==> config.mk <==
export PLATFORM = sky130hd
export DESIGN_NAME = rds_text_validator
export DESIGN_NICKNAME = d
export VERILOG_FILES = /design/src/rtl/rtv_pkg.sv /design/src/rtl/rds_text_validator.sv
export SDC_FILE = /design/constraint.sdc
export NUM_CORES = 1
export LEC_CHECK = 0
export CORE_UTILIZATION = 58
export CTS_CLUSTER_DIAMETER = 30
export DETAILED_ROUTE_END_ITERATION = 7
export DONT_BUFFER_PORTS = 1
export MAX_ROUTING_LAYER = met4
export PLACE_DENSITY = 0.76
export SKIP_LAST_GASP = 1
export SYNTH_ARGS = -nofsm -noshare
export SYNTH_HDL_FRONTEND = slang
export SYNTH_SLANG_ARGS = --single-unit
==> constraint.sdc <==
create_clock -name clk -period 3 [get_ports clk]
set_clock_uncertainty 0.05 [all_clocks]
set_input_delay 0.9 -clock clk [delete_from_list [all_inputs] [get_ports clk]]
set_output_delay 0.9 -clock clk [all_outputs]
set_load 0.05 [all_outputs]
==> src/rtl/rtv_pkg.sv <==
// Package for the broadcast text validator: text length, index widths and
// the layout of one slot entry in the slot memory. No dependencies.
`default_nettype none

package rtv_pkg;

  localparam int TEXT_LEN = 8;
  localparam int ADDR_W = (TEXT_LEN > 1) ? $clog2(TEXT_LEN) : 1;
  localparam int POS_W = 6;
  localparam int CHAR_W = 8;
  localparam int CNT_W = 8;

  localparam logic [ADDR_W-1:0] LAST_IDX = ADDR_W'(TEXT_LEN - 1);
  localparam logic [CNT_W-1:0] LIMIT_RESET = CNT_W'(3);
  localparam logic [CNT_W-1:0] CNT_MAX = '1;

  typedef struct packed {
    logic [CHAR_W-1:0] prim;
    logic [CHAR_W-1:0] alt;
    logic [CNT_W-1:0]  cnt;
  } entry_t;

endpackage

`default_nettype wire

==> src/rtl/rds_text_validator.sv <==
// Order: an accepted request updates its slot, then the whole slot memory is swept for the
// count check; the incomplete marker follows the sweep, or else the slots are read out in order.
// A position past the text skips the update. A new request is taken only once the previous
// one has finished; the single slot memory, walked once for the count check and once for
// emission, is what holds requests back.
// Reset: synchronous; all slots read as empty and the limit returns to 3.
`default_nettype none

module rds_text_validator (
  input  wire logic                        clk,
  input  wire logic                        rst,
  input  wire logic                        cfg_valid,
  output logic                             cfg_ready,
  input  wire logic [rtv_pkg::CNT_W-1:0]   confirm_limit,
  input  wire logic                        in_valid,
  output logic                             in_ready,
  input  wire logic [rtv_pkg::POS_W-1:0]   position,
  input  wire logic [rtv_pkg::CHAR_W-1:0]  character,
  output logic                             out_valid,
  input  wire logic                        out_ready,
  output logic                             complete,
  output logic [rtv_pkg::POS_W-1:0]        slot,
  output logic [rtv_pkg::CHAR_W-1:0]       glyph,
  output logic                             text_changed,
  output logic                             last
);

  typedef enum logic [5:0] {
    S_IDLE = 6'b000001,
    S_UPD  = 6'b000010,
    S_CHK  = 6'b000100,
    S_MARK = 6'b001000,
    S_ERD  = 6'b010000,
    S_ELD  = 6'b100000
  } state_t;

  state_t state, state_next;

  rtv_pkg::entry_t mem [rtv_pkg::TEXT_LEN];
  logic [rtv_pkg::TEXT_LEN-1:0] vld;
  rtv_pkg::entry_t rdata;
  logic rvalid;
  rtv_pkg::entry_t rd_entry;

  logic mem_we, mem_re;
  logic [rtv_pkg::ADDR_W-1:0] mem_wa, mem_ra;
  rtv_pkg::entry_t mem_wd;

  logic [rtv_pkg::CNT_W-1:0] lim;
  logic [rtv_pkg::ADDR_W-1:0] pos_q, pos_q_next;
  logic [rtv_pkg::CHAR_W-1:0] ch_q, ch_q_next;
  logic changed, changed_next;
  logic [rtv_pkg::ADDR_W-1:0] rd_idx, rd_idx_next;
  logic [rtv_pkg::ADDR_W-1:0] wb_idx, wb_idx_next;
  logic issue_done, issue_done_next;
  logic rd_pend, rd_pend_next;
  logic complete_ok, complete_ok_next;
  logic [rtv_pkg::ADDR_W-1:0] emit_idx, emit_idx_next;

  logic out_free, load;
  logic load_complete, load_last;
  logic [rtv_pkg::POS_W-1:0] load_slot;
  logic [rtv_pkg::CHAR_W-1:0] load_glyph;

  logic in_range;
  logic [rtv_pkg::CNT_W-1:0] lim1, dec_cnt;
  rtv_pkg::entry_t upd;
  logic upd_changed;

  assign cfg_ready = 1'b1;
  assign in_ready  = (state == S_IDLE);
  assign out_free  = !out_valid || out_ready;
  assign rd_entry  = rvalid ? rdata : '0;
  assign in_range  = {1'b0, position} < 7'(rtv_pkg::TEXT_LEN);
  assign lim1      = (lim == rtv_pkg::CNT_MAX) ? rtv_pkg::CNT_MAX : lim + 8'd1;
  assign dec_cnt   = (changed && rd_entry.cnt > 8'd1) ? rd_entry.cnt - 8'd1 : rd_entry.cnt;

  always_comb begin
    upd = rd_entry;
    upd_changed = 1'b0;
    if (rd_entry.prim == ch_q) begin
      if (rd_entry.cnt < lim) begin
        upd.cnt = rd_entry.cnt + 8'd1;
      end else begin
        upd.cnt = lim;
        upd.alt = ch_q;
      end
    end else if (rd_entry.alt == ch_q) begin
      upd_changed = (rd_entry.cnt >= lim);
      upd.cnt = lim1;
      upd.alt = rd_entry.prim;
      upd.prim = ch_q;
    end else if (rd_entry.cnt == '0) begin
      upd.prim = ch_q;
      upd.cnt = 8'd1;
    end else begin
      upd.alt = ch_q;
    end
  end

  always_comb begin
    state_next = state;
    pos_q_next = pos_q;
    ch_q_next = ch_q;
    changed_next = changed;
    rd_idx_next = rd_idx;
    wb_idx_next = wb_idx;
    issue_done_next = issue_done;
    rd_pend_next = rd_pend;
    complete_ok_next = complete_ok;
    emit_idx_next = emit_idx;
    mem_we = 1'b0;
    mem_wa = '0;
    mem_wd = '0;
    mem_re = 1'b0;
    mem_ra = '0;
    load = 1'b0;
    load_complete = 1'b0;
    load_slot = '0;
    load_glyph = '0;
    load_last = 1'b0;
    case (state)
      S_IDLE: begin
        rd_idx_next = '0;
        issue_done_next = 1'b0;
        rd_pend_next = 1'b0;
        complete_ok_next = 1'b1;
        if (in_valid) begin
          pos_q_next = position[rtv_pkg::ADDR_W-1:0];
          ch_q_next = character;
          changed_next = 1'b0;
          if (in_range) begin
            mem_re = 1'b1;
            mem_ra = position[rtv_pkg::ADDR_W-1:0];
            state_next = S_UPD;
          end else begin
            state_next = S_CHK;
          end
        end
      end
      S_UPD: begin
        mem_we = 1'b1;
        mem_wa = pos_q;
        mem_wd = upd;
        changed_next = upd_changed;
        state_next = S_CHK;
      end
      S_CHK: begin
        if (rd_pend) begin
          mem_we = changed;
          mem_wa = wb_idx;
          mem_wd = rd_entry;
          mem_wd.cnt = dec_cnt;
          complete_ok_next = complete_ok && (dec_cnt >= lim);
        end
        if (!issue_done) begin
          mem_re = 1'b1;
          mem_ra = rd_idx;
          rd_pend_next = 1'b1;
          wb_idx_next = rd_idx;
          if (rd_idx == rtv_pkg::LAST_IDX) begin
            issue_done_next = 1'b1;
          end else begin
            rd_idx_next = rd_idx + 1'b1;
          end
        end else begin
          rd_pend_next = 1'b0;
          if (rd_pend) begin
            state_next = complete_ok_next ? S_ERD : S_MARK;
          end
        end
      end
      S_MARK: begin
        if (out_free) begin
          load = 1'b1;
          load_last = 1'b1;
          state_next = S_IDLE;
        end
      end
      S_ERD: begin
        mem_re = 1'b1;
        mem_ra = '0;
        emit_idx_next = '0;
        state_next = S_ELD;
      end
      S_ELD: begin
        if (out_free) begin
          load = 1'b1;
          load_complete = 1'b1;
          load_slot = rtv_pkg::POS_W'(emit_idx);
          load_glyph = rd_entry.prim;
          load_last = (emit_idx == rtv_pkg::LAST_IDX);
          if (emit_idx == rtv_pkg::LAST_IDX) begin
            state_next = S_IDLE;
          end else begin
            mem_re = 1'b1;
            mem_ra = emit_idx + 1'b1;
            emit_idx_next = emit_idx + 1'b1;
          end
        end
      end
      default: begin
        state_next = S_IDLE;
      end
    endcase
  end

  always_ff @(posedge clk) begin
    if (mem_we) begin
      mem[mem_wa] <= mem_wd;
    end
    if (mem_re) begin
      rdata <= mem[mem_ra];
    end
  end

  always_ff @(posedge clk) begin
    if (rst) begin
      vld <= '0;
      rvalid <= 1'b0;
    end else begin
      if (mem_we) begin
        vld[mem_wa] <= 1'b1;
      end
      if (mem_re) begin
        rvalid <= vld[mem_ra];
      end
    end
  end

  always_ff @(posedge clk) begin
    if (rst) begin
      state <= S_IDLE;
      lim <= rtv_pkg::LIMIT_RESET;
      out_valid <= 1'b0;
      changed <= 1'b0;
      issue_done <= 1'b0;
      rd_pend <= 1'b0;
      complete_ok <= 1'b1;
      rd_idx <= '0;
      wb_idx <= '0;
      emit_idx <= '0;
    end else begin
      state <= state_next;
      if (cfg_valid) begin
        lim <= confirm_limit;
      end
      if (load) begin
        out_valid <= 1'b1;
      end else if (out_ready) begin
        out_valid <= 1'b0;
      end
      changed <= changed_next;
      issue_done <= issue_done_next;
      rd_pend <= rd_pend_next;
      complete_ok <= complete_ok_next;
      rd_idx <= rd_idx_next;
      wb_idx <= wb_idx_next;
      emit_idx <= emit_idx_next;
    end
  end

  always_ff @(posedge clk) begin
    pos_q <= pos_q_next;
    ch_q <= ch_q_next;
    if (load) begin
      complete <= load_complete;
      slot <= load_slot;
      glyph <= load_glyph;
      text_changed <= changed;
      last <= load_last;
    end
  end

  a_busy_after_accept: assert property (@(posedge clk) disable iff (rst)
    in_valid && in_ready |=> !in_ready)
    else $error("new request taken while the previous one is in progress");

  a_no_same_entry: assert property (@(posedge clk) disable iff (rst)
    (state == S_CHK) && mem_we && mem_re |-> mem_wa != mem_ra)
    else $error("check sweep reads and writes the same slot in one cycle");

  a_emit_only_complete: assert property (@(posedge clk) disable iff (rst)
    (state == S_ELD) |-> complete_ok)
    else $error("emission started for incomplete text");

  a_marker_empty: assert property (@(posedge clk) disable iff (rst)
    out_valid && !complete |-> last && slot == '0 && glyph == '0)
    else $error("incomplete marker carries a character");

endmodule

`default_nettype wire
# == After elaboration in Yosys (flattened, before gate mapping) ==
# Memory sizes are Yosys's and may differ from the RTL's. A register that Yosys moved wholly into a read port is not among the register bits.
# Cells that the tools add are included.
# W data, S select, Z words.
# totals
reg_bits,65
mem_count,1
ramBits,192
# op_classes
n_lt_le_gt_ge,8
bitwise,2
addsub,5
n_eq_ne,20
reduce_logical,18
n_mux,67
# mem_list
name,depth,width,read_ports,rd_ports_with_merged_regs,write_ports,line_no,rtl
mem,8,24,1,1,1,rds_text_validator.sv:39,rtv_pkg::entry_t mem [rtv_pkg::TEXT_LEN];
# ops
operator,n
$mux W24,3
$mux W8,8
$pmux W24 S2,1
$mux W6,6
$pmux W6 S6,1
$mux W3,11
$mux W1,22
$ne A2 B2 Y1 const B,9
$pmux W3 S2,3
$add A8 B1 Y8 const B,2
$eq A8 B8 Y1,2
$ge A8 B8 Y1,2
$mux W16,1
$pmux W1 S2,6
$pmux W3 S3,1
$eq A8 B8 Y1 const B,1
$gt A8 B1 Y1 const B,1
$logic_not A8 Y1,1
$lt A3 B4 Y1 const B,2
$lt A8 B8 Y1,1
$or A8 B8 Y8,1
$reduce_and A2 Y1,4
$reduce_bool A2 Y1,4
$sub A8 B1 Y8 const B,1
other kinds (21),26

# == Depth between registers and ports, before layout ==
# logic_depth
ltp_word,12
depth_mapped,19
depth_no_buf,15

# == Worst setup path before layout ==
# OpenSTA, ideal clock, no wires.
# synth_path
kind,register -> register
startpoint,register rvalid
endpoint,register state[3]
path_stages_with_launch,20
setup_ns,0.065
arrival_ns,3.154
t_required_ns,2.885
path_slack_ns,-0.269
synth_period_minus_slack_ns,3.269
path_buffers,4
path_cell_list,dfxtp_1 -> buf_4 -> buf_6 -> buf_4 -> and2_1 -> inv_2 -> ha_1 -> nor2_1 -> o31a_1 -> buf_2 -> nand3_1 -> nor3_1 -> nand2_1 -> o21ai_1 -> ha_1 -> a211oi_1 -> nand4b_1 -> o211ai_1 -> a22oi_1 -> nor2_1
# synth_via
elab_chain_len,12
# synth_rtl
element,line_no,rtl
"start, declared",rds_text_validator.sv:42,logic rvalid;
"start signal, assigned",rds_text_validator.sv:226,rvalid <= vld[mem_ra];
$mux W24 *,rds_text_validator.sv:73,assign rd_entry = rvalid ? rdata : '0;
$gt A8 B1 Y1,rds_text_validator.sv:76,assign dec_cnt = (changed && rd_entry.cnt > 8'd1) ? rd_entry.cnt - 8'd1 : rd_entry.cnt;
$logic_and A1 B1 Y1,rds_text_validator.sv:76,
$mux W8 *,rds_text_validator.sv:76,
$ge A8 B8 Y1 *,rds_text_validator.sv:154,complete_ok_next = complete_ok && (dec_cnt >= lim);
$logic_and A1 B1 Y1 *,rds_text_validator.sv:154,
$mux W1 *,rds_text_validator.sv:149,if (rd_pend) begin
$mux W1 *,rds_text_validator.sv:122,case (state)
$mux W5 *,rds_text_validator.sv:169,state_next = complete_ok_next ? S_ERD : S_MARK;
$mux W6 *,rds_text_validator.sv:168,if (rd_pend) begin
$mux W6 *,rds_text_validator.sv:156,if (!issue_done) begin
$pmux W6 S6 *,rds_text_validator.sv:122,
"end signal, assigned",rds_text_validator.sv:244,state <= state_next;
"end, declared",rds_text_validator.sv:37,"state_t state, state_next;"
# Every way passes the cells marked *; elsewhere a longest branch is shown, timed or not. The select of a mux whose other input is x is not followed.
# A chain may end at the register's enable or synchronous reset.

# == Worst setup path in the final report ==
# layout_path
startpoint,"register, netlist name rdata[4]"
endpoint,register state[3]
# layout_via
elab_chain_len,12
# layout_rtl
element,line_no
$mux W24 *,rds_text_validator.sv:73
$gt A8 B1 Y1,rds_text_validator.sv:76
$logic_and A1 B1 Y1,rds_text_validator.sv:76
$mux W8 *,rds_text_validator.sv:76
$ge A8 B8 Y1 *,rds_text_validator.sv:154
$logic_and A1 B1 Y1 *,rds_text_validator.sv:154
$mux W1 *,rds_text_validator.sv:149
$mux W1 *,rds_text_validator.sv:122
$mux W5 *,rds_text_validator.sv:169
$mux W6 *,rds_text_validator.sv:168
$mux W6 *,rds_text_validator.sv:156
$pmux W6 S6 *,rds_text_validator.sv:122
# Marked as above.

==> results.yml <==
timing:
  worst_slack_ns: -0.0340
  finalSetupViolCount: 1
  max_freq_ghz: 0.330
  max_slew_margin_pct: 53.1
  worst_pin_slew_ns: 0.704
  period_share_pct: 101
  tns_ns: -0.0340
  period_needed_ns: 3.03
  rsz0062_at_grt: "yes"
  hold_violations: 0
  slew_viol_final: 0
yosys:
  synth.cell_area_um2: 12900
  synth_area_leader_cell: "edfxtp_1"
  async_flop_share_pct: 0
  synth_area_leaders: "edfxtp_1 56%, nand2_1 8.0%, nand3_1 5.8%"
  yosys.cell_count.top_type: "nand2_1"
  ys_seq_area_share_pct: 61.9
  synth_cell_type_count: 76
  syn_inst: 1190
  synth_edf_count: 241
  synth_seq_cells: 278
  synth.top_cell.area_share_pct: 56.1
  ys.flop_type: "edfxtp_1"
  ys_warn_count: 0
  syn_area_per_cell_um2: 10.8
  synth_commonest_cells: "276 x nand2_1, 241 x edfxtp_1, 149 x nand3_1, 55 x nor2_1, 37 x dfxtp_1"
drt:
  vias: 9691
  vias_per_cell: 6.17
  finalWirelength_mm: 33.6
  postRouteAntennaNets: 0
  drc: 0
  drt-pass1-iter-count: 5
  dr.first_iter.drc_count: 996
  wl_per_cell_um: 21.4
floorplan:
  die_h_um: 151
  die_x_um: 151
  io_pins: 47
  dieArea_um2: 22800
  num_rows: 54
  initial_core_util_pct: 59.1
  placeableCoreArea_um2: 21800
global_routing:
  grt_pass1_wl_mm: 50.2
  grt.total_usage_pct: 30.4
  first_global_vias: 9206
  gr-total-overflow: 0
  antenna_found_initial: 1
  grt_max_degree: 54
setup_path:
  start_kind: "flip-flop"
  end_kind: "flip-flop"
  startpoint: "rdata[4]$_DFFE_PP_"
  required_ns: 3.42
  crit_type: "reg -> reg"
  cp.arrival_ns: 3.46
  critPathMaxFanout: 5
  rr_startpoint: "rdata[4]$_DFFE_PP_"
place:
  port_buffers: 0
  gp_congestion: 0.972
  hpwl_mm: 19.8
  pre_cts_ws_ns: -0.0906
clocking:
  root_buffer: "clkbuf_16"
  numCtsBuffers: 48
  htreeDepth: 2
  cts_sinks: 278
  cts_tree: "done"
  cts_hold_buffers: 0
  cts_max_path_buffers: 3
  clk_latency_ns: 0.54
  clkTransAtPathRegs_ns: 0.05
pwr:
  ir_drop_v: 0.000501
  power_density_nw_per_um2: 700
  power_leakage_nw: 5.80
outcome:
  violations: "setup timing"
  status: "complete, but fails checks"
worst_hold_path:
  min_from: "rst"
  holdCritPathClass: "in -> reg"
layout:
  syn2layout_area_growth_pct: 21.9
  drive_above_1_share_pct: 17.4
  finalNetCount: 1300
run:
  maxCapViolCount: 0
-- where the power goes --
group          switching [mW]  internal, mW
logic                   0.554         0.315
registers               0.173          4.31
clock network            1.85          3.80
-- routing by layer --
metal	global-route usage, %	vias to the layer above	routed length (µm)	part of all wire (%)
met5	-	-	0	0
li1	-	4437	-	-
met4	10.7	0	690	2.1
met3	6.48	71	3430	10
met2	47.2	546	16000	48
met1	39.7	4637	13500	40
-- sequential cells by signal (all words and copies together) (netlist names) --
| signal | count |
|---|---|
| changed | 1 |
| mem | 192 |
| wb_idx | 3 |
| rd_idx | 3 |
| slot | 3 |
| complete_ok | 1 |
| emit_idx | 3 |
| lim | 8 |
| vld | 8 |
| text_changed | 1 |
| rd_pend | 1 |
| rdata | 24 |
| out_valid | 1 |
| last | 1 |
| glyph | 8 |
| rvalid | 1 |
| complete | 1 |
| state | 6 |
| ch_q | 8 |
| issue_done | 1 |
| pos_q | 3 |
-- worst paths after layout --
check / end / slack, ns / depth (start not counted)
min: out_valid$_SDFFE_PP0P_ / 0.38 / 1
min reg2reg: vld[6]$_SDFFE_PP0P_ / 0.41 / 1
max reg2reg: state[3]$_SDFFE_PP0P_ / -0.03 / 12
max: state[3]$_SDFFE_PP0P_ / -0.03 / 12
-- cells by family (layout without fill, tap and decap cells) --
logic type,Yosys count,count (layout),share of synthesized area (%)
xor gates and xnor gates,22,22,1.49
other,2,6,0.0583
adders and majority gates,24,24,2.32
DFF,278,278,61.9
muxes,12,12,0.942
AOI/OAI and AO/OA,172,172,9.01
and+or+nand+nor,572,572,20.4
buffers and inverters,108,205,3.85
-- per-stage QoR --
step | util (%) | power (mW) | instance area [µm²] | hold slack [ns] | std cells
finish | 72.0 | 11.0 | 15700 | 0.382 | 1571
global route | 72.0 | 11.3 | 15700 | 0.371 | 1570
CTS | 70.7 | 11.0 | 15400 | 0.378 | 1553
detailed placement | 62.8 | 5.36 | 13700 | 0.403 | 1461
global placement | 62.8 | 5.33 | 13700 | 0.397 | 1461
floorplan | - | 5.06 | 12900 | 0.390 | 1192
-- worst max-delay path, cell delays in order, from the launching register on --
cell and delay (ns):
edfxtp_1 0.44, o41a_1 0.48, o31a_1 0.40, buf_6 0.17, buf_4 0.13, nand2_1 0.10, xor2_2 0.19, ha_1 0.28
a21oi_2 0.18, nor2_1 0.07, o211ai_1 0.26, a22oi_1 0.11, nor2_1 0.11
-- final cells by class --
cell class / instances / area [µm²]
flip-flops and latches: 278 / 7980
clock inverters: 35 / 465
inverters: 32 / 126
well taps: 280 / 350
fillers: 1421 / 6110
diodes: 2 / 5.00
repair buffers: 84 / 926
clock buffers: 54 / 1220
multi-input cells: 806 / 4640
-- repair_timing --
item | CTS | global route
endpoints found under the setup margin | 20 | 150
pin swaps | 1 | 27
cloned | 0 | 1
buffers inserted | 3 | 15
gates resized for setup | 4 | 37
-- layout by cell type, fill, tap and decap left out, drive strengths merged, types with 6 or more instances in the layout --
| cell | count |
|---|---|
| and3 | 14 |
| xor2 | 11 |
| o211ai | 7 |
| inv | 32 |
| a22o | 8 |
| o21a | 8 |
| nor2 | 55 |
| bufinv | 10 |
| a221o | 10 |
| or3 | 8 |
| clkbuf | 55 |
| nor3 | 14 |
| mux2i | 11 |
| ha | 23 |
| nand4b | 6 |
| o21ai | 50 |
| edfxtp | 241 |
| xnor2 | 11 |
| and2 | 11 |
| a21oi | 37 |
| buf | 83 |
| clkinv | 20 |
| nand3 | 149 |
| nand4 | 6 |
| o22ai | 7 |
| dfxtp | 37 |
| nand2 | 277 |
Power figures use the tool's default switching activity.
